[config.mk]
export PLATFORM = sky130hd
export DESIGN_NAME = fcirc_mac
export DESIGN_NICKNAME = d
export VERILOG_FILES = /design/src/design/fcirc_pkg.sv /design/src/design/fcirc_mac.sv
export SDC_FILE = /design/constraint.sdc
export NUM_CORES = 1
export LEC_CHECK = 0
export BUFFER_PORTS_ARGS = -buffer_cell sky130_fd_sc_hd__buf_2
export CAP_MARGIN = 30
export CORE_ASPECT_RATIO = 2
export CORE_MARGIN = 1.5
export CORE_UTILIZATION = 45
export CTS_BUF_LIST = sky130_fd_sc_hd__clkbuf_8 sky130_fd_sc_hd__clkbuf_16
export CTS_CLUSTER_SIZE = 12
export DETAILED_ROUTE_END_ITERATION = 12
export PLACE_DENSITY = 0.63
export SLEW_MARGIN = 20
export SYNTH_ARGS = -nofsm -noshare
export SYNTH_HDL_FRONTEND = slang
export SYNTH_SLANG_ARGS = --single-unit
[constraint.sdc]
create_clock -name clk -period 3.79 [get_ports clk]
set_input_delay 0.758 -clock clk [delete_from_list [all_inputs] [get_ports clk]]
set_output_delay 0.758 -clock clk [all_outputs]
set_load 0.1 [all_outputs]
[src/design/fcirc_pkg.sv]
// Shared types and constants for the circular-buffer FIR filter.
// Used by every module of the block; depends on nothing.
package fcirc_pkg;

    localparam int DATA_W    = 32;
    localparam int TAP_IDX_W = 7;
    localparam int COUNT_W   = 8;
    localparam int TDATA_W   = 40;

    // Item kinds carried in the input tuser bit.
    localparam logic ACT_LOAD   = 1'b0;
    localparam logic ACT_SAMPLE = 1'b1;

    typedef enum logic [1:0] {
        ST_CLEAR,
        ST_IDLE,
        ST_RUN,
        ST_DRAIN
    } fcirc_state_t;

    // Strobes from the sequencer to the sample and coefficient stores.
    typedef struct packed {
        logic hist_we;
        logic coef_we;
        logic rd_en;
    } fcirc_mem_ctl_t;

endpackage

[src/design/fcirc_mac.sv]
// Shared multiply-accumulate unit: a registered 32x32 product, then a wrapping sum.
// Depends on fcirc_pkg.
module fcirc_mac (
    input  logic                           clk,
    input  logic                           rst_n,
    input  logic                           clear,
    input  logic                           in_valid,
    input  logic [fcirc_pkg::DATA_W-1:0]   sample,
    input  logic [fcirc_pkg::DATA_W-1:0]   coef,
    output logic [fcirc_pkg::DATA_W-1:0]   acc,
    output logic                           busy
);
    import fcirc_pkg::*;

    logic [DATA_W-1:0] prod_reg;
    logic [DATA_W-1:0] prod_next;
    logic              prod_valid_reg;
    logic [DATA_W-1:0] acc_reg;

    // Only the low 32 bits matter; they are the same for signed and unsigned operands.
    assign prod_next = sample * coef;

    always_ff @(posedge clk or negedge rst_n)
    begin
        if (!rst_n)
        begin
            prod_valid_reg <= 1'b0;
        end
        else
        begin
            prod_valid_reg <= in_valid;
        end
    end

    always_ff @(posedge clk)
    begin
        if (in_valid)
        begin
            prod_reg <= prod_next;
        end
        if (clear)
        begin
            acc_reg <= '0;
        end
        else if (prod_valid_reg)
        begin
            acc_reg <= acc_reg + prod_reg;
        end
    end

    assign acc  = acc_reg;
    assign busy = in_valid | prod_valid_reg;

endmodule

# == Word-level counts from Yosys, hierarchy flattened ==
# Cells that the tools add are included.
# op_classes
add_sub_neg,1
multipliers,1
bitwise_logic,1
# ops
op,count
adder 32 bit,1
multiplier 32 x 32 -> 32 bit,1
OR 1 bit,1
# totals
regBits,65
in_bits,68
output_inout_bits,33
word_cells,6

# == Logic depth before layout (Yosys ltp) ==
# Gate-level depths: netlist (run 1).
# depth
word_depth,1
depth_mapped,27
mapped_depth_nobuf,25

# == Worst setup path after synthesis (run 1) ==
# No wires, ideal clock.
# synth_timing
path_type,input to register
start,in sample[12] (netlist name)
end,"reg prod_reg[30], data pin"
setup_time_ns,0.266
t_arrival_ns,6.995
required_time_ns,3.524
slack_ns,-3.471
path_stages,26
path_buffers,2
path_cell_list,clkbuf_1 -> clkbuf_1 -> nand2_1 -> fa_1 -> inv_1 -> fa_1 -> inv_1 -> fa_1 -> fa_1 -> inv_1 -> fa_1 -> inv_1 -> fa_1 -> fa_1 -> fa_1 -> inv_1 -> ha_1 -> a21o_1 -> a21o_1 -> a21oi_1 -> o21ai_0 -> a41oi_1 -> o311ai_1 -> nor4_1 -> nor3_1 -> xor2_1
# synth_via
elab_chain_cells,1
# synth_rtl
element,line,text
"start, declared",fcirc_mac.sv:8,"input logic [fcirc_pkg::DATA_W-1:0] sample,"
multiplier 32 x 32 -> 32 bit,fcirc_mac.sv:21,assign prod_next = sample * coef;
via prod_next[30],fcirc_mac.sv:16,logic [DATA_W-1:0] prod_next;
"end signal, assigned",fcirc_mac.sv:39,prod_reg <= prod_next;
"end, declared",fcirc_mac.sv:15,logic [DATA_W-1:0] prod_reg;
# The timed path passes the listed nets, and every way through them passes these cells.
# A chain may end at the register's enable or synchronous reset.

# == Worst setup path after layout (run 1) ==
# layout_timing
start,in sample[14] (netlist name)
end,"reg prod_reg[30], data pin"
# The elaborated chain is that of the path after synthesis.

==> flow_metrics.env, run 1 <==
export IMPL_remaining_drc_errors=0
export IMPL_root_buffer="clkbuf_16"
export IMPL_async_reset_ff_share_pct=1.54
export IMPL_fin_ws_ns=-3.16
export IMPL_cts_buffers=9
export IMPL_die_w_um=149
export IMPL_mostFrequentLayoutCell="inv_1"
export IMPL_cts_hold_buf=0
export IMPL_die_y_um=295
export IMPL_cts_sinks=65
export IMPL_io_buffers=100
export IMPL_criticalPathCategory="in2reg"
export IMPL_drt_iter0_markers=581
export IMPL_fin_worst_skew_ns=0.00382
export IMPL_cap_violations=0
export IMPL_critical_path_max_stage_delay_ns=0.62
export IMPL_period_minus_slack_ns=6.95
export IMPL_yosysUniqueCellTypes=66
export IMPL_syn_inst=2091
export IMPL_period_share_pct=183
export IMPL_die_area_um2=44000
export IMPL_yosys_warnings=0
export IMPL_fmax_mhz=144
export IMPL_first_pass_iters=7
export IMPL_grt_total_usage_pct=28.4
export IMPL_cp_arrival_ns=7.03
export IMPL_synth_cell_area_um2=19200
export IMPL_rsz0062_at_grt="yes"
export IMPL_synth_area_per_cell_um2=9.18
export IMPL_synth_ff_type="edfxtp_1"
export IMPL_instances_no_fill=2925
export IMPL_path_cells="buf_8, buf_12, buf_12, clkbuf_16, and2_1, fa_1, inv_1, fa_1, fa_1, inv_1, fa_1, ha_4, fa_1, fa_1, fa_1, ha_4, and3_4, nand2_1, o21ai_1, a41oi_2, o311ai_2, nor4_1, nor3_1, xor2_1"
export IMPL_crit_path_start_kind="primary input"
export IMPL_clock_latency_ns=0.35
export IMPL_cp_max_fo=5
export IMPL_synth_seq_area_share_pct=8.47
export IMPL_status="finished, violations left"
export IMPL_hold_path_class="in2async"
export IMPL_ant_nets=0
export IMPL_cp_common_cell="fa_1"
export IMPL_final_cell_mix="391 x inv_1, 383 x fa_1, 283 x nand2_1"
export IMPL_yosys_register_bits=65
export IMPL_drv_slew=0
export IMPL_clk_pin_slew_worst_paths_ns=0.05
export IMPL_area_delta_synth_final_pct=24.6
export IMPL_cts_tree="done"
export IMPL_core_um2=41900
export IMPL_r2r_slack_ns=0.65
export IMPL_nNetsFinal=3011
export IMPL_utilization_pct=57.1
export IMPL_violations="setup timing"
export IMPL_end_kind="flop"
export IMPL_grt_overflow=0
export IMPL_antenna_found_initial=0
export IMPL_critPathSlowestCell="fa_1"
export IMPL_num_antenna_cells=0
export IMPL_post_drt_wl_per_cell_um=20.4
export IMPL_grt_pass1_wl_um=92500
export IMPL_grt_pass1_vias=17500
export IMPL_slew_headroom_pct=52.5
export IMPL_num_rows=106
export IMPL_cp_required_ns=3.88
export IMPL_viasPerCell=5.24
export IMPL_grt_max_degree=34
export IMPL_ios=101
export IMPL_place_inst=2873
export IMPL_finalWirelength_um=59700
export IMPL_hold_violations=0
export IMPL_hpwl_um=51400
export IMPL_synth_edf_count=32
export IMPL_cts_path_max_buffers=2
export IMPL_gp_congestion=0.944
export IMPL_tightest_slew_ns=0.707
export IMPL_start_util_pct=45.8
export IMPL_cts_max_level=3
export IMPL_drive_gt1_share_pct=23.4
export IMPL_syn_nets=2722
export IMPL_setup_violations=26
export IMPL_num_vias=15300
worst max-delay path, delay by kind of cell:
| family | cells | cell delay (ns) |
|---|---|---|
| and+or+nand+nor | 5 | 0.73 |
| AOI/OAI and AO/OA | 3 | 0.61 |
| adders and majority gates | 9 | 4.19 |
| xor gates and xnor gates | 1 | 0.11 |
| buffers and inverters | 6 | 0.64 |
synth_stat cells (3+ instances only):
| master | count | area [um2] |
|---|---|---|
| o21ai_0 | 20 | 100 |
| xor2_1 | 25 | 219 |
| nor2b_1 | 4 | 25.0 |
| o22ai_1 | 4 | 25.0 |
| and2_1 | 271 | 1700 |
| fa_1 | 409 | 8190 |
| inv_1 | 408 | 1530 |
| mux2i_1 | 16 | 160 |
| nor4_1 | 3 | 18.8 |
| xnor2_1 | 85 | 744 |
| o21ai_1 | 10 | 50.1 |
| o21a_1 | 7 | 52.6 |
| dfxtp_1 | 32 | 641 |
| nor3_1 | 10 | 50.1 |
| a21oi_1 | 44 | 220 |
| a211o_1 | 5 | 43.8 |
| a211oi_1 | 9 | 67.6 |
| and3_1 | 5 | 31.3 |
| ha_1 | 154 | 1930 |
| a31oi_1 | 4 | 25.0 |
| nand3_1 | 7 | 35.0 |
| clkbuf_1 | 93 | 349 |
| o311ai_1 | 3 | 26.3 |
| nand2b_1 | 5 | 31.3 |
| edfxtp_1 | 32 | 961 |
| nand2_1 | 289 | 1080 |
| nand4_1 | 4 | 25.0 |
| a21o_1 | 24 | 180 |
| nor2_1 | 61 | 229 |
| o21bai_1 | 4 | 30.0 |
per-layer routing:
layer	routed length, um	global-route usage, %	vias up
li1	-	-	6869
met5	0	0	-
met2	34100	55.3	456
met4	6100	25.6	0
met1	17600	24.9	7783
met3	1940	2.81	221
worst paths after layout:
check / from / end / depth (start not counted)
max in group asynchronous: rst_n / prod_valid_reg$_DFF_PN0_ / 1
worst max register to register: prod_reg[16]$_DFFE_PP_ / acc[31]$_SDFFE_PP0P_ / 10
worst min register to register: acc[25]$_SDFFE_PP0P_ / acc[25]$_SDFFE_PP0P_ / 2
worst max-delay path: sample[14] / prod_reg[30]$_DFFE_PP_ / 24
worst min-delay path: rst_n / prod_valid_reg$_DFF_PN0_ / 1
min in group clk: acc[25]$_SDFFE_PP0P_ / acc[25]$_SDFFE_PP0P_ / 2
through the flow:
step | worst slack (ns) | cell area (um2) | TNS (ns) | hold slack (ns)
detailed placement | -3.75 | 22200 | -75.27 | 0.485
finish | -3.16 | 23900 | -61.55 | 0.169
global route | -3.31 | 23900 | -65.28 | 0.162
global placement | -3.71 | 22200 | -73.82 | 0.477
CTS | -3.08 | 23500 | -61.05 | 0.162
floorplan | -3.13 | 19700 | -60.74 | 0.462
area by class of cell:
type                       count  area (um2)
clock buffer                   9         225
clock inverter                 7        87.6
fill                        3790       18000
inverter                     408        1530
multi-input combinational   1524       16600
sequential                    65        1630
tap                          540         676
timing repair buffer         372        3170
kinds of logic after synthesis:
kind of cell	Yosys count	share of synthesized area, %
fa+ha+maj	563	52.7
xor+xnor	110	5.02
buf+inv	502	9.82
compound gates	161	5.73
flops	65	8.47
mux	16	0.834
simple gates	674	17.4
what timing repair did:
item,in CTS,in global routing
cloned,2,2
buffers inserted,24,13
gates resized for setup,190,60
pin swaps,104,47
setup endpoints to repair,28,27
Power of run 1 is left out: the tool's default activity adds up to more than one toggle a clock period on the data nets, which glitch-free logic cannot reach.
==> run 2: changes to the inputs <==
CORE_UTILIZATION = 38   (was 45)
PLACE_DENSITY = 0.55   (was 0.63)
==> run 2 against run 1 <==
Against the previous run:
- the flow still finishes with violations (setup timing)
- worst hold slack worse by 0.0041 ns
- setup slack better by 0.14 ns
- flip-flop and latch count unchanged
- clock skew up 0.0041 ns
- cell area up 1.3%
- critical path depth down 1
- first-iteration DRC count down 12%
- critical endpoint unchanged
==> flow_metrics.env, run 2 (synthesized netlist as in run 1, its figures left out) <==
export IMPL_end_kind="flop"
export IMPL_antenna_found_initial=0
export IMPL_fin_ws_ns=-3.02
export IMPL_cts_sinks=65
export IMPL_die_y_um=321
export IMPL_drt_iter0_markers=510
export IMPL_hold_path_class="in2async"
export IMPL_r2r_start="prod_reg[1]$_DFFE_PP_"
export IMPL_remaining_drc_errors=0
export IMPL_drive_gt1_share_pct=25.1
export IMPL_wl_met3_um=1360
export IMPL_hold_violations=0
export IMPL_io_buffers=100
export IMPL_period_share_pct=180
export IMPL_rr_worst_depth=10
export IMPL_highest_layer="met4"
export IMPL_drv_slew=0
export IMPL_tightest_slew_ns=0.813
export IMPL_r2r_slack_ns=0.57
export IMPL_ios=101
export IMPL_cts_buffers=9
export IMPL_num_antenna_cells=0
export IMPL_utilization_pct=48.5
export IMPL_root_buffer="clkbuf_16"
export IMPL_grt_total_usage_pct=24.3
export IMPL_timing_rr_end="acc[19]$_SDFFE_PP0P_"
export IMPL_m1WireLength_um=18600
export IMPL_gp_congestion=0.938
export IMPL_violations="setup timing"
export IMPL_wl_met2_um=34900
export IMPL_cp_arrival_ns=6.91
export IMPL_core_um2=49900
export IMPL_finalWirelength_um=60600
export IMPL_nNetsFinal=3021
export IMPL_cap_violations=0
export IMPL_cts_max_level=3
export IMPL_grt_overflow=0
export IMPL_hpwl_um=53200
export IMPL_cp_required_ns=3.89
export IMPL_cts_tree="done"
export IMPL_slew_headroom_pct=45.4
export IMPL_ant_nets=0
export IMPL_cts_path_max_buffers=2
export IMPL_grt_pass1_vias=17000
export IMPL_crit_path_start_kind="primary input"
export IMPL_first_pass_iters=4
export IMPL_clock_latency_ns=0.35
export IMPL_grt_max_degree=34
export IMPL_mostFrequentLayoutCell="inv_1"
export IMPL_crit_path_start="coef[4]"
export IMPL_final_cell_mix="379 x inv_1, 364 x fa_1, 285 x nand2_1"
export IMPL_start_util_pct=38.5
export IMPL_num_rows=116
export IMPL_die_area_um2=52000
export IMPL_die_w_um=162
export IMPL_area_delta_synth_final_pct=26.2
export IMPL_nFillCells=4860
export IMPL_rsz0062_at_grt="yes"
export IMPL_num_vias=15000
export IMPL_period_minus_slack_ns=6.81
export IMPL_grt_pass1_wl_um=93400
export IMPL_fin_hold_ws_ns=0.165
export IMPL_setup_violations=26
export IMPL_fin_worst_skew_ns=0.00791
export IMPL_viasPerCell=4.94
export IMPL_criticalPathCategory="in2reg"
export IMPL_cp_max_fo=7
export IMPL_clk_pin_slew_worst_paths_ns=0.06
export IMPL_status="finished, violations left"
export IMPL_fmax_mhz=147
export IMPL_post_drt_wl_per_cell_um=19.9
run 2: through the flow:
stage	worst slack [ns]	TNS, ns	instances	instance area, um2
final	-3.02	-59.86	3044	24200
after global routing	-3.21	-63.69	3044	24200
after CTS	-3.05	-60.20	3028	23600
after detailed placement	-3.87	-76.07	2997	22500
after global placement	-3.80	-75.16	2997	22500
after floorplan	-3.13	-60.74	2091	19700
run 2: critical path, cell delays in order:
cell and delay, ns:
buf_12 0.13, buf_8 0.13, buf_8 0.13, and2_4 0.13, fa_1 0.47, inv_1 0.05
fa_1 0.49, fa_1 0.46, fa_1 0.57, inv_2 0.04, fa_1 0.55, fa_1 0.44
fa_1 0.48, fa_1 0.56, ha_4 0.22, a21o_1 0.19, a21oi_2 0.13, o21ai_2 0.07
a41oi_2 0.25, o311ai_4 0.14, nor4_2 0.26, nor3_2 0.08, xor2_1 0.14
run 2: worst max-delay path by stage:
stage | slack [ns] | end
final | -3.02 | prod_reg[30]$_DFFE_PP_
after global routing | -3.21 | prod_reg[30]$_DFFE_PP_
after CTS | -3.05 | prod_reg[31]$_DFFE_PP_
after detailed placement | -3.87 | prod_reg[31]$_DFFE_PP_
after global placement | -3.80 | prod_reg[31]$_DFFE_PP_
after floorplan | -3.13 | prod_reg[31]$_DFFE_PP_
run 2: repair_timing:
action	4_1_cts	5_1_grt
pin swaps	125	94
hold buffers	0	0
endpoints found under the setup margin	27	27
gates cloned	3	0
resized for setup	181	119
buffers inserted	14	16
run 2: area by class of cell:
class                   instances  area [um2]  share of cell area [%]
multi-input cells            1524       16700                    69.0
repair buffers                382        3250                    13.4
flip-flops and latches         65        1630                    6.72
inverters                     408        1530                    6.32
well taps                     649         812                    3.35
clock buffers                  10         239                   0.987
clock inverters                 6        57.6                   0.238
run 2: metal layers:
metal | track usage, % | vias up
met5 | 0 | -
met4 | 19.2 | 0
met3 | 2.14 | 163
met2 | 48.7 | 313
met1 | 21.6 | 7690
li1 | - | 6881
Power of run 2 is left out for the same reason.
