## src/design/fcirc_pkg.sv

```systemverilog
// Shared types and constants for the circular-buffer FIR filter.
// Used by every module of the block; depends on nothing.
package fcirc_pkg;

    localparam int DATA_W    = 32;
    localparam int TAP_IDX_W = 7;
    localparam int COUNT_W   = 8;
    localparam int TDATA_W   = 40;

    // Item kinds carried in the input tuser bit.
    localparam logic ACT_LOAD   = 1'b0;
    localparam logic ACT_SAMPLE = 1'b1;

    typedef enum logic [1:0] {
        ST_CLEAR,
        ST_IDLE,
        ST_RUN,
        ST_DRAIN
    } fcirc_state_t;

    // Strobes from the sequencer to the sample and coefficient stores.
    typedef struct packed {
        logic hist_we;
        logic coef_we;
        logic rd_en;
    } fcirc_mem_ctl_t;

endpackage

```

## src/design/fcirc_ctrl.sv

```systemverilog
// Sequencer: clearing sweep, item decode, write pointer and tap walk.
// Depends on fcirc_pkg.
module fcirc_ctrl #(
    parameter int TAPS = 128,
    parameter int AW   = 7
) (
    input  logic                              clk,
    input  logic                              rst_n,
    input  logic                              in_valid,
    output logic                              in_ready,
    input  logic                              in_action,
    input  logic [fcirc_pkg::TAP_IDX_W-1:0]   in_tap_index,
    input  logic [fcirc_pkg::DATA_W-1:0]      in_value,
    input  logic [fcirc_pkg::COUNT_W-1:0]     tap_count,
    input  logic                              out_free,
    input  logic                              mac_busy,
    output logic                              mac_clear,
    output logic                              res_load,
    output fcirc_pkg::fcirc_mem_ctl_t         mem_ctl,
    output logic [AW-1:0]                     hist_waddr,
    output logic [fcirc_pkg::DATA_W-1:0]      hist_wdata,
    output logic [AW-1:0]                     coef_waddr,
    output logic [fcirc_pkg::DATA_W-1:0]      coef_wdata,
    output logic [AW-1:0]                     hist_raddr,
    output logic [AW-1:0]                     coef_raddr
);
    import fcirc_pkg::*;

    localparam int OW  = $clog2(TAPS + 1);
    localparam int OW2 = (OW > COUNT_W) ? OW : COUNT_W;
    localparam int SW  = AW + 2;

    fcirc_state_t  state_reg, state_next;
    logic [AW-1:0] wp_reg, wp_next;
    logic [AW-1:0] clr_reg, clr_next;
    logic [AW-1:0] pos_reg, pos_next;
    logic [OW-1:0] cnt_reg, cnt_next;
    logic [OW-1:0] order_reg, order_next;

    logic [OW-1:0] order_now;
    logic [SW-1:0] start_sum;
    logic [AW-1:0] start_pos;
    logic          tap_ok;
    logic          accept;

    // Tap counts above the store depth saturate.
    assign order_now = (OW2'(tap_count) > OW2'(TAPS)) ? OW'(TAPS) : OW'(tap_count);

    // Oldest sample of the window: wp - order + 1, modulo TAPS.
    assign start_sum = SW'(wp_reg) + SW'(TAPS) + SW'(1) - SW'(order_now);
    assign start_pos = (start_sum >= SW'(TAPS)) ? AW'(start_sum - SW'(TAPS))
                                                : AW'(start_sum);

    assign tap_ok = int'(in_tap_index) < TAPS;
    assign accept = in_valid && in_ready;

    assign hist_raddr = pos_reg;
    assign coef_raddr = cnt_reg[AW-1:0];
    assign coef_waddr = AW'(in_tap_index);
    assign coef_wdata = in_value;

    always_ff @(posedge clk or negedge rst_n)
    begin
        if (!rst_n)
        begin
            state_reg <= ST_CLEAR;
            wp_reg    <= '0;
            clr_reg   <= '0;
            pos_reg   <= '0;
            cnt_reg   <= '0;
            order_reg <= '0;
        end
        else
        begin
            state_reg <= state_next;
            wp_reg    <= wp_next;
            clr_reg   <= clr_next;
            pos_reg   <= pos_next;
            cnt_reg   <= cnt_next;
            order_reg <= order_next;
        end
    end

    always_comb
    begin
        state_next  = state_reg;
        wp_next     = wp_reg;
        clr_next    = clr_reg;
        pos_next    = pos_reg;
        cnt_next    = cnt_reg;
        order_next  = order_reg;
        in_ready    = 1'b0;
        mac_clear   = 1'b0;
        res_load    = 1'b0;
        mem_ctl     = '0;
        hist_waddr  = wp_reg;
        hist_wdata  = in_value;

        unique case (state_reg)
            ST_CLEAR:
            begin
                mem_ctl.hist_we = 1'b1;
                hist_waddr      = clr_reg;
                hist_wdata      = '0;
                clr_next        = clr_reg + 1'b1;
                if (clr_reg == AW'(TAPS - 1))
                begin
                    state_next = ST_IDLE;
                end
            end
            ST_IDLE:
            begin
                in_ready = 1'b1;
                if (in_valid)
                begin
                    if (in_action == ACT_LOAD)
                    begin
                        mem_ctl.coef_we = tap_ok;
                    end
                    else
                    begin
                        mem_ctl.hist_we = 1'b1;
                        mac_clear       = 1'b1;
                        order_next      = order_now;
                        pos_next        = start_pos;
                        cnt_next        = '0;
                        wp_next         = (wp_reg == AW'(TAPS - 1)) ? '0 : wp_reg + 1'b1;
                        state_next      = (order_now == '0) ? ST_DRAIN : ST_RUN;
                    end
                end
            end
            ST_RUN:
            begin
                mem_ctl.rd_en = 1'b1;
                pos_next      = (pos_reg == AW'(TAPS - 1)) ? '0 : pos_reg + 1'b1;
                cnt_next      = cnt_reg + 1'b1;
                if (cnt_reg == order_reg - 1'b1)
                begin
                    state_next = ST_DRAIN;
                end
            end
            ST_DRAIN:
            begin
                if (!mac_busy && out_free)
                begin
                    res_load   = 1'b1;
                    state_next = ST_IDLE;
                end
            end
            default:
            begin
                state_next = ST_CLEAR;
            end
        endcase
    end

    a_run_after_sample: assert property (@(posedge clk) disable iff (!rst_n)
        (accept && in_action == ACT_SAMPLE && order_now != '0) |=> state_reg == ST_RUN)
        else $error("sample with taps in use did not start the tap walk");

    a_cnt_in_window: assert property (@(posedge clk) disable iff (!rst_n)
        state_reg == ST_RUN |-> cnt_reg < order_reg)
        else $error("tap counter ran past the filter order");

    a_load_when_empty: assert property (@(posedge clk) disable iff (!rst_n)
        res_load |-> (!mac_busy && !mem_ctl.rd_en))
        else $error("result taken while products still in flight");

    a_wp_range: assert property (@(posedge clk) disable iff (!rst_n)
        int'(wp_reg) < TAPS)
        else $error("write pointer left the sample store");

endmodule

```

## config.mk

```make
export PLATFORM = sky130hd
export DESIGN_NAME = fcirc_ctrl
export DESIGN_NICKNAME = d
export VERILOG_FILES = /design/src/design/fcirc_pkg.sv /design/src/design/fcirc_ctrl.sv
export SDC_FILE = /design/constraint.sdc
export NUM_CORES = 1
export LEC_CHECK = 0
export ABC_AREA = 1
export BUFFER_PORTS_ARGS = -buffer_cell sky130_fd_sc_hd__buf_4
export CAP_MARGIN = 5
export CORE_AREA = 10 10 126 128
export CTS_BUF_LIST = sky130_fd_sc_hd__clkbuf_4 sky130_fd_sc_hd__clkbuf_8
export DETAILED_ROUTE_END_ITERATION = 7
export DIE_AREA = 0 0 136 138
export PLACE_DENSITY = 0.57
export SLEW_MARGIN = 25
export SYNTH_ARGS = -nofsm -noshare
export SYNTH_HDL_FRONTEND = slang
export SYNTH_SLANG_ARGS = --single-unit
```

## constraint.sdc

```tcl
create_clock -name clk -period 1.8 [get_ports clk]
set_input_delay 0.27 -clock clk [delete_from_list [all_inputs] [get_ports clk]]
set_output_delay 0.27 -clock clk [all_outputs]
set_load 0.05 [all_outputs]
```

Word level (Yosys, flattened, before mapping):

Index checks and enable logic that the tools add are counted.
W data, S select, Z words.

* register bits: 39
* output and inout port bits: 98

* $lt $le $gt $ge: 2
* $add $sub $neg: 9
* muxes and demuxes: 30
* reduce and logical (&&, ||, !) cells: 8
* equal/unequal tests: 12

Operators by type and width (number)
* $mux W7: 6
* $mux W32: 1
* $mux W8: 3
* $add A7 B1 Y7 const B: 3
* $eq A7 B7 Y1 const B: 3
* $pmux W8 S2: 1
* $pmux W7 S2: 1
* $mux W2: 6
* $mux W1: 10
* $ne A2 B2 Y1 const B: 5
* $add A7 B8 Y9 const B: 1
* $add A9 B1 Y9 const B: 1
* $ge A9 B8 Y1 const B: 1
* $sub A9 B8 Y9: 1
* $add A8 B1 Y8 const B: 1
* $eq A8 B8 Y1: 1
* $gt A8 B8 Y1 const B: 1
* $logic_not A8 Y1: 1
* $pmux W2 S4: 1
* $sub A8 B1 Y8 const B: 1
* $sub A7 B1 Y7 const B: 1
* $reduce_and A3 Y1: 2
* $reduce_and A5 Y1: 1
* $eq A2 B2 Y1 const B: 2
* 6 further kinds: 6

Longest topological paths before layout:

Gate-level depths: netlist (run 1).

* word-level depth: 8
* mapped depth: 16
* depth with buffers taken out: 16

Worst setup path after synthesis (run 1):

OpenSTA, ideal clock, no wires.

* path kind: reg-to-output
* start: reg state_reg[1]
* end: out mem_ctl[1] (netlist name)
* setup slack: -0.771 ns
* buffers on the path: 0
* arrival: 2.301 ns
* stages on the path, launching flop included: 5
* cells stage by stage: dfrtp_1 -> inv_1 -> ha_1 -> inv_1 -> nor3b_1

RTL lines
* start, declared: line fcirc_ctrl.sv:33 `fcirc_state_t state_reg, state_next;`
* start signal, assigned: line fcirc_ctrl.sv:75 `state_reg <= state_next;`
* end, declared: line fcirc_ctrl.sv:19 `output fcirc_pkg::fcirc_mem_ctl_t mem_ctl,`

Worst setup path after layout (run 1):

* start: reg wp_reg[1]
* end: reg pos_reg[5], in the netlist hist_raddr[5]

* longest elaborated chain between the ends: 8
* elaborated cells on any way between the ends: 9

RTL lines
* start, declared: line fcirc_ctrl.sv:34 `logic [AW-1:0] wp_reg, wp_next;`
* start signal, assigned: line fcirc_ctrl.sv:76 `wp_reg <= wp_next;`
* $add A7 B8 Y9 *: line fcirc_ctrl.sv:50 `assign start_sum = SW'(wp_reg) + SW'(TAPS) + SW'(1) - SW'(order_now);`
* $add A9 B1 Y9 *: line fcirc_ctrl.sv:50
* $sub A9 B8 Y9 *: line fcirc_ctrl.sv:50
* $ge A9 B8 Y1 / $sub A7 B1 Y7 (equally long branches): line fcirc_ctrl.sv:51 `assign start_pos = (start_sum >= SW'(TAPS)) ? AW'(start_sum - SW'(TAPS))`
* $mux W7 *: line fcirc_ctrl.sv:51
* $mux W7 *: line fcirc_ctrl.sv:116 `if (in_action == ACT_LOAD)`
* $mux W7 *: line fcirc_ctrl.sv:114 `if (in_valid)`
* $pmux W7 S2 *: line fcirc_ctrl.sv:99 `unique case (state_reg)`
* end signal, assigned: line fcirc_ctrl.sv:78 `pos_reg <= pos_next;`
* end, declared: line fcirc_ctrl.sv:36 `logic [AW-1:0] pos_reg, pos_next;`

Mark *: on every way between the ends. The rest lies on a longest branch, timed or not. The select of a mux whose other input is x is not followed.
A chain may end at the register's enable or synchronous reset.

==> out/qor.txt, run 1 <==
outcome: finished with violations
failing checks: negative setup slack
drt drc: 0
RSZ-0062 raised after global routing: yes
Max IR drop VDD: 0.000357 V
number of synthesized register bits: 39
Mapped Area: 3290 µm²
largest net degree at the start of global routing: 40
CTS tree: yes
Final #Nets: 693
Worst Hold Class: input port to register
initial antenna violation count: 0
clk slew on worst S/H paths: 0.09 ns
Post-synth EDFFs: 0
total CTS buffers: 5
Power Density: 395 nW/µm²
Avg Vias per Cell: 4.23
Std-Cell Rows: 43
R2R cell count: 14
critical-path maximum fanout: 2
worst slack, placed: -0.576 ns
PortBufs: 136
critical path type: register to register
first drt pass iteration count: 4
Finished Core Util: 40.4%
Slew @ Worst Pin: 0.529 ns
CP arrival: 2.27 ns
Post-Syn Area per Cell: 6.89 µm²
chip width: 136 µm
final critical-path share of the clock period: 116%
via count: 3380
Clock Path Buffers: 2
share of cells above drive strength 1: 47.3%
Power Total: 0.00215 W
final hold violation count: 0
CP Capture Type: register
Async SR Flop Fraction: 100%
Worst Setup EP: hist_raddr[5]
Routed Antenna Nets: 0
area of the die: 18800 µm²
Netlist cell types: 34
Initial Util: 24.3%
dominant synthesized flop cell: dfrtp_1
Seq/Total Area, Yosys: 29.7%
Core Area: 13500 µm²
first-pass GRT wire length: 17600 µm
clk_lat worst skew: 0.30 ns
Total GRT Usage: 11.2%
Worst Setup Slack, final: -0.293 ns
Yosys warning total: 0
critical path required time: 1.98 ns
leakage: 2.67 nW
Final Routed Wirelength: 11100 µm
Max-cap violations: 0
filler instances: 1356
diodes inserted: 0
TritonCTS Sinks: 39
crit path from: wp_reg[1]
placed insts: 771
hpwl dp: 8560 µm
root buf cell: clkbuf_8
min Tclk post-route: 2.09 ns
Placer Congestion: 0.823
Worst R2R End: hist_raddr[5]
H-tree depth: 2
Synth-to-Final Area Change: 66.0%
Slew Viols, Final: 0
height of the die: 138 µm
Top Ports: 151
DRT iter0 DRCs: 145
number of global-route vias before repair: 3485
GRT Residual Overflow: 0
max_slew headroom: 64.7%
worst r2r src: wp_reg[1]
Worst setup SP type: register
skew final: 0.0109 ns
syn nets: 551
Post-Syn Instances: 477
fmax: 0.478 GHz
WL/cell: 13.8 µm
Final setup viols: 5
Post-Layout Cell Count: 800
flop-to-flop setup slack: -0.29 ns
==> through the flow <==
step,hold slack (ns),setup TNS (ns),area [µm²]
after floorplan,-0.0256,-4.84,3520
after global placement,0.290,-1.78,4640
after detailed placement,0.294,-1.89,4640
after CTS,0.332,-1.65,5270
after global routing,0.328,-1.58,5460
final,0.309,-0.697,5460
==> how the worst min path moves through the flow <==
stage / from / end / slack, ns / cells past startpoint
3_5_place_dp: rst_n / hist_raddr[1] / 0.29 / 1
2_1_floorplan: rst_n / clr_reg[0] / -0.03 / 0
3_3_place_gp: rst_n / hist_raddr[1] / 0.29 / 1
6_report: tap_count[7] / order_reg[1] / 0.31 / 4
5_1_grt: tap_count[7] / order_reg[1] / 0.33 / 4
4_1_cts: tap_count[7] / order_reg[0] / 0.33 / 4
==> synth_stat cells (5+ instances only) <==
cell type | n | area, µm²
nand2_1 | 90 | 338
inv_1 | 85 | 319
nor2_1 | 65 | 244
buf_4 | 46 | 345
dfrtp_1 | 39 | 976
o21ai_0 | 28 | 140
ha_1 | 20 | 250
nand3_1 | 20 | 100
a21oi_1 | 16 | 80.1
xor2_1 | 11 | 96.3
xnor2_1 | 8 | 70.1
nor3_1 | 5 | 25.0
==> area by class of cell <==
cell class | instances | area [µm²] | area share [%]
clock buffer | 6 | 82.6 | 1.51
clock inverter | 2 | 35.0 | 0.642
inverter | 88 | 335 | 6.14
multi-input combinational | 294 | 2080 | 38.0
sequential | 39 | 977 | 17.9
tap | 180 | 225 | 4.13
timing repair buffer | 191 | 1730 | 31.6
==> power by group <==
group	internal, W	switching [W]
sequential	0.000875	0
combinational	0.000204	0.000300
clock	0.000449	0.000326
==> timing repair <==
item | 4_1_cts | 5_1_grt
hold buffers | 1 | 0
endpoints found under the setup margin | 47 | 54
setup buffers | 23 | 5
gates cloned | 1 | 0
resized for setup | 86 | 59
pin swaps | 27 | 28
endpoints found under the hold margin | 39 | 0
==> cell usage in the layout, fill, tap and decap left out, types with 8 or more instances in the layout <==
cell type and count:
a21oi_1 13, buf_4 131, buf_6 46, buf_8 9, dfrtp_1 38, ha_4 11, inv_1 74, inv_2 12
nand2_1 82, nand2_2 8, nand3_1 20, nor2_1 30, nor2_2 12, nor2_4 26, o21ai_0 17, xnor2_1 8
xor2_1 11
==> critical path, stage by stage (launching register included) <==
cell      delay [ns]
dfrtp_1         0.40
inv_2           0.09
ha_4            0.20
inv_2           0.06
ha_4            0.14
inv_4           0.04
fa_2            0.37
inv_2           0.08
a21oi_2         0.07
o21bai_2        0.19
a21oi_1         0.11
nand2_2         0.06
o21ai_1         0.05
nand2_1         0.06
o21ai_1         0.06
==> kinds of logic (layout without fill, tap and decap cells) <==
family,Yosys count,in the layout,synth area share (%)
flops,39,39,29.7
xor+xnor,19,19,5.06
compound gates,57,57,9.78
fa+ha+maj,21,21,8.22
buf+inv,144,287,22.1
simple gates,197,197,25.2
==> layer usage <==
| metal | vias up | global-route usage (%) | routed length [µm] |
|---|---|---|---|
| met5 | - | 0 | 0 |
| met4 | 0 | 2.80 | 168 |
| met3 | 13 | 2.14 | 479 |
| met2 | 71 | 20.5 | 5980 |
| met1 | 1581 | 12.9 | 4430 |
| li1 | 1715 | - | - |
No activity file was read; power rests on OpenSTA's default activity.
==> run 2, diff against run 1 <==
ABC_AREA = 0   (was 1)
CORE_AREA = 10 10 122 124   (was 10 10 126 128)
DIE_AREA = 0 0 132 134   (was 0 0 136 138)
PLACE_DENSITY = 0.58   (was 0.57)
SLEW_MARGIN = unset   (was 25)
==> run 2 against run 1 <==
Compared with the run above:
- the run still ends with negative setup slack left
- worst setup slack lost 0.037 ns
- largest power group is now combinational logic
- utilization grew 4.0 points
- critical path type unchanged
- design area grew 1.4%
==> out/qor.txt, run 2 <==
root buf cell: clkbuf_8
Post-Syn Area per Cell: 8.65 µm² (+25%)
Post-synth EDFFs: 0 (unchanged)
area share of and/or/nand/nor cells after synthesis: 22.2% (-3.0 points)
XOR/XNOR Fraction of Synth Area: 7.96% (+2.9 points)
final critical-path share of the clock period: 118% (+2.1 points)
Final Routed Wirelength: 11200 µm (+1.5%)
filler instances: 1192 (-12%)
compound-gate portion of the synthesized area: 11.9% (+2.1 points)
DRT iter0 DRCs: 180 (+24%)
GRT Residual Overflow: 0 (unchanged)
switching part of the total: 47.8% (+19 points)
Std-Cell Rows: 41 (-4.7%)
Worst Setup Slack, final: -0.330 ns (-0.0372 ns)
Placer Congestion: 0.837 (+1.6%)
first drt pass iteration count: 4 (unchanged)
setup tns final: -2.21 ns (-1.52 ns)
hpwl dp: 8380 µm (-2.0%)
area of the multi-input gates: 2150 µm² (+3.7%)
TritonCTS Sinks: 39 (unchanged)
failing checks: negative setup slack
CP arrival: 2.31 ns (+0.04 ns)
number of synthesized register bits: 39 (unchanged)
most common cell after layout, fill and taps aside: buf_4
RSZ-0062 raised after global routing: yes
outcome: finished with violations
most common cell in the netlist: buf_4
dominant synthesized flop cell: dfrtp_1
Post-Syn Instances: 356 (-25%)
critical-path maximum fanout: 4 (+2)
first-pass GRT wire length: 17600 µm (-0.35%)
Routed Antenna Nets: 0 (unchanged)
Top Ports: 151 (unchanged)
Slew @ Worst Pin: 0.534 ns (+0.00521 ns)
PortBufs: 136 (unchanged)
total CTS buffers: 5 (unchanged)
worst slack, placed: -0.306 ns (+0.270 ns)
leakage: 2.69 nW (+0.55%)
via count: 3123 (-7.6%)
largest cells by area after synthesis: dfrtp_1, buf_4, ha_1
chip width: 132 µm (-2.9%)
drt drc: 0 (unchanged)
main combinational cell family by area after synthesis: simple AND/OR/NAND/NOR gates
final hold violation count: 0 (unchanged)
Max IR drop VDD: 0.00102 V (+190%)
Avg Vias per Cell: 4.53 (+7.1%)
share of cells above drive strength 1: 58.7% (+11 points)
Total GRT Usage: 12.0% (+0.72 points)
Mapped Area: 3080 µm² (-6.4%)
Synth top cells by count: buf_4, dfrtp_1, nor2b_1, nand2_1, o21ai_0
critical path required time: 1.98 ns (about the same)
mux share of post-synthesis cell area: 3.05% (+3.0 points)
Final setup viols: 26 (+21)
Seq/Total Area, Yosys: 31.7% (+2.0 points)
WL/cell: 16.3 µm (+18%)
Worst setup SP type: register
most frequent cells in the layout: buf_4, dfrtp_1, nand2_1
Logic pwr share: 76.9% (+54 points)
CTS tree: yes
Core Area: 12500 µm² (-7.7%)
largest net degree at the start of global routing: 40 (unchanged)
max_slew headroom: 64.4% (-0.35 points)
min Tclk post-route: 2.13 ns (+0.0372 ns)
diodes inserted: 0 (unchanged)
Power Total: 0.00993 W (+360%)
cell taking the most area after synthesis: dfrtp_1
area of the die: 17700 µm² (-5.8%)
Max-cap violations: 0 (unchanged)
Synth Area in Adders: 8.78% (+0.56 points)
Async SR Flop Fraction: 100% (unchanged)
Power Density: 1790 nW/µm² (+350%)
H-tree depth: 2 (unchanged)
WHS: 0.327 ns (+0.0172 ns)
Yosys warning total: 0 (unchanged)
critical path type: register to register
top cell type's share of synthesized area: 31.7% (+2.0 points)
height of the die: 134 µm (-2.9%)
Netlist cell types: 43 (+26%)
P_sw: 0.00474 W (+660%)
Internal Power: 0.00518 W (+240%)
initial antenna violation count: 0 (unchanged)
CP Capture Type: register
clk slew on worst S/H paths: 0.08 ns (about the same)
Synth-to-Final Area Change: 79.8%
number of global-route vias before repair: 3432 (-1.5%)
Flop pwr share: 15.1% (-26 points)
clk_lat worst skew: 0.30 ns (about the same)
fmax: 0.470 GHz (-1.7%)
Clock Path Buffers: 2 (unchanged)
Initial Util: 24.7% (+0.35 points)
clock group share of total power: 8.0% (-28 points)
register area: 980 µm² (+0.26%)
Slew Viols, Final: 0 (unchanged)
skew final: 0.00746 ns (-0.00339 ns)
Final #Nets: 591 (-15%)
syn nets: 430 (-22%)
Worst Hold Class: input port to register
## run 2: cell count changes after synthesis, moves of 9 or more
| cell | previous run | this run |
|---|---|---|
| inv_1 | 85 | 15 |
| nand2_1 | 90 | 33 |
| nor2_1 | 65 | 12 |
| nor2b_1 | 0 | 35 |
| nand3_1 | 20 | 5 |
| nand2b_1 | 0 | 9 |
| xnor2_1 | 8 | 17 |
## run 2: cells by family (layout without fill, tap and decap cells)
| group | count (synthesis) | count (layout) |
|---|---|---|
| flip-flops | 39 | 39 |
| AO/OA/AOI/OAI | 61 | 61 |
| multiplexers | 8 | 8 |
| AND/OR/NAND/NOR | 127 | 127 |
| XOR/XNOR | 28 | 28 |
| buffers and inverters | 72 | 234 |
| adder cells (fa/ha/maj) | 21 | 21 |
## run 2: metal layers
metal / track usage, % / vias up / routed length [µm] / share of wire (%)
met5: 0 / - / 0 / 0
met4: 1.92 / 0 / 79 / 0.70
met3: 4.89 / 10 / 1010 / 9.0
met2: 21.1 / 115 / 5590 / 50
met1: 13.4 / 1507 / 4550 / 41
li1: - / 1491 / - / -
## run 2: repair_timing
item	in CTS	in global routing
resized for setup	123	64
endpoints found under the hold margin	39	0
endpoints found under the setup margin	39	55
pin swaps	16	22
setup buffers	9	14
hold buffers	1	0
gates cloned	4	1
## run 2: per-stage QoR
stage | utilization [%] | cells | cell area [µm²]
final | 44.4 | 690 | 5540
after global routing | 44.4 | 690 | 5540
after detailed placement | 35.3 | 654 | 4400
after CTS | 41.5 | 676 | 5170
after global placement | 35.3 | 654 | 4400
after floorplan | - | 356 | 3190
## run 2: worst max-delay path, cell delays in order (launching register included)
cell and delay (ns):
dfrtp_1 0.42, or2_4 0.26, or4_1 0.51, nor2_1 0.12
a311oi_1 0.06, a221o_1 0.34, mux2_4 0.30
## run 2: worst paths after layout
kind / endpoint / from / slack [ns] / depth (start not counted)
min in group asynchronous: cnt_reg[2] / rst_n / 0.49 / 2
worst min-delay path: order_reg[2] / tap_count[2] / 0.33 / 3
worst max-delay path: state_reg[1] / order_reg[0] / -0.33 / 6
worst min register to register: clr_reg[5] / clr_reg[5] / 0.51 / 1
worst max register to register: state_reg[1] / order_reg[0] / -0.33 / 6
max in group asynchronous: state_reg[0] / rst_n / 0.91 / 2
## run 2: power by group through the flow
stage / combinational, W / clock [W] / sequential [W]
floorplan: 0.00356 / 0 / 0.00174
CTS: 0.00700 / 0.000808 / 0.00150
global placement: 0.00565 / 0 / 0.00149
detailed placement: 0.00575 / 0 / 0.00150
global route: 0.00815 / 0.000849 / 0.00154
finish: 0.00763 / 0.000790 / 0.00150
## run 2: area by class of cell
cell class              count  share of cell area (%)
clock inverters             2                   0.633
repair buffers            211                    36.3
multi-input cells         245                    38.9
inverters                  15                    1.15
flip-flops and latches     39                    17.7
well taps                 172                    3.89
clock buffers               6                    1.49
==> run 3, diff against run 2 <==
PLACE_DENSITY = 0.56   (was 0.58)
clock period = 2.7 ns   (was 1.8 ns; I/O delays follow)
==> run 3 against run 2 <==
Compared with the run above:
- highest routed layer unchanged
- worst setup slack better by 0.67 ns
- first-iteration DRC count stayed put
- critical path depth is 1 lower
- sequential share of layout area is 5.9 points higher
- clock power is 33% lower
- the flow now finishes without violations
- register-to-register slack better by 0.73 ns
==> out/qor.txt, run 3 (synthesis results as in run 2) <==
outcome: finished clean
Final Routed Wirelength: 9660 µm (-14%)
largest net degree at the start of global routing: 40 (unchanged)
Synth-to-Final Area Change: 34.1%
critical path type: register to primary output
height of the die: 134 µm (unchanged)
Placer Congestion: 0.821 (-1.8%)
Slew @ Worst Pin: 0.518 ns (-0.0164 ns)
Slew Viols, Final: 0 (unchanged)
filler instances: 1294 (+8.6%)
Crit path top cell by count: buf_4
PortBufs: 136 (unchanged)
Crit path largest cell delay: 0.51 ns (about the same)
placed instance area: 4010 µm² (-8.9%)
chip width: 132 µm (unchanged)
Power Density: 1170 nW/µm² (-35%)
area of the multi-input gates: 1660 µm² (-23%)
setup tns final: 0 ns (+2.21 ns)
via count: 2812 (-10%)
diodes inserted: 0 (unchanged)
Avg Vias per Cell: 4.50 (-0.59%)
final critical-path share of the clock period: 87.5%
Initial Util: 24.7% (unchanged)
Worst Hold Class: input port to asynchronous set/reset pin
hpwl dp: 8120 µm (-3.1%)
root buf cell: clkbuf_8
post-CTS setup repair buffer count: 0 (-9)
Max IR drop VDD: 0.000606 V (-41%)
placed insts: 617 (-5.7%)
Max-cap violations: 0 (unchanged)
area of the die: 17700 µm² (unchanged)
critical path required time: 2.30 ns (+0.32 ns)
CTS resizes: 0 (-100%)
final hold violation count: 0 (unchanged)
fmax: 0.423 GHz
first drt pass iteration count: 4 (unchanged)
met2 routed WL: 4760 µm (-15%)
total CTS buffers: 5 (unchanged)
CP Capture Type: primary output
first-pass GRT wire length: 15800 µm (-10%)
Final setup viols: 0 (-100%)
RSZ-0062 raised after global routing: no
Top Ports: 151 (unchanged)
Met1 Wirelength: 3880 µm (-15%)
hold buffer count at cts: 0 (-1)
WHS: 0.0647 ns (-0.262 ns)
leakage: 2.01 nW (-25%)
H-tree depth: 2 (unchanged)
GRT Residual Overflow: 0 (unchanged)
Met3 Wirelength: 841 µm (-16%)
crit-path cells: inv_1 > ha_2 > buf_4 > nor2b_1 > buf_4
share of cells above drive strength 1: 36.2% (-22 points)
DRT iter0 DRCs: 180 (unchanged)
skew final: 0.0127 ns (+0.00520 ns)
number of global-route vias before repair: 3064 (-11%)
Post-Layout Cell Count: 625 (-9.4%)
clk_lat worst skew: 0.30 ns (about the same)
Worst setup SP type: register
critical-path maximum fanout: 25 (+21)
Finished Core Util: 33.1% (-11 points)
Clock Path Buffers: 2 (unchanged)
DR top layer: met4
CTS tree: yes
Final #Nets: 526 (-11%)
most frequent cells in the layout: buf_4, dfrtp_1, nor2b_1
register area: 976 µm² (-0.38%)
TritonCTS Sinks: 39 (unchanged)
max_slew headroom: 65.5% (+1.1 points)
Core Area: 12500 µm² (unchanged)
Routed Antenna Nets: 0 (unchanged)
post-route cell area: 4130 µm² (-25%)
CP arrival: 1.96 ns (-0.35 ns)
Worst path slowest cell: ha_2
drt drc: 0 (unchanged)
Std-Cell Rows: 41 (unchanged)
WL/cell: 15.5 µm (-4.9%)
most common cell after layout, fill and taps aside: buf_4
initial antenna violation count: 0 (unchanged)
clk slew on worst S/H paths: 0.09 ns (about the same)
Total GRT Usage: 10.8% (-1.2 points)
min Tclk post-route: 2.36 ns
## run 3: changes by cell type in the layout (fill, tap and decap cells not counted), sizes merged
cell	delta
inv	+1
dlygate4sd3	-1
clkinv	-1
buf	-63
clkbuf	-1
## run 3: critical path, delay by kind of cell, from the launching register on
family        cells  cell delay (ns)
fa+ha+maj         1             0.51
flops             1             0.41
buf+inv           3             0.65
simple gates      1             0.10
## run 3: stage by stage
stage          total power [W]  worst slack, ns
6_report               0.00483            0.338
5_1_grt                0.00521            0.152
4_1_cts                0.00490            0.290
3_5_place_dp           0.00435            0.366
3_3_place_gp           0.00431            0.431
2_1_floorplan          0.00342            0.137
## run 3: cell type report
type                            instances  share of cell area, %
Inverter                               15                   1.36
Multi-Input combinational cell        245                   40.3
Clock inverter                          2                  0.940
Tap cell                              172                   5.21
Clock buffer                            6                   2.00
Timing Repair Buffer                  146                   26.6
Sequential cell                        39                   23.6
## run 3: routing by layer
metal | vias to the layer above | track usage [%]
met2 | 108 | 18.7
met5 | - | 0
li1 | 1360 | -
met4 | 0 | 3.58
met3 | 13 | 4.56
met1 | 1331 | 11.6
## run 3: path summary, 6_finish.rpt
path                       cells after the start             end  slack, ns         start
min                                            1      cnt_reg[3]       0.06         rst_n
max in group asynchronous                      1    order_reg[7]       2.26         rst_n
min in group clk                               3    order_reg[7]       0.38  tap_count[7]
max reg2reg                                    8    state_reg[1]       0.40  order_reg[0]
max                                            5  hist_wdata[26]       0.34  state_reg[0]
min reg2reg                                    1      clr_reg[6]       0.50    clr_reg[6]
## run 3: report_power, final
part           switching [W]  internal [W]
clock               0.000225      0.000304
sequential          0.000293      0.000795
combinational        0.00206       0.00115
total                0.00258       0.00225
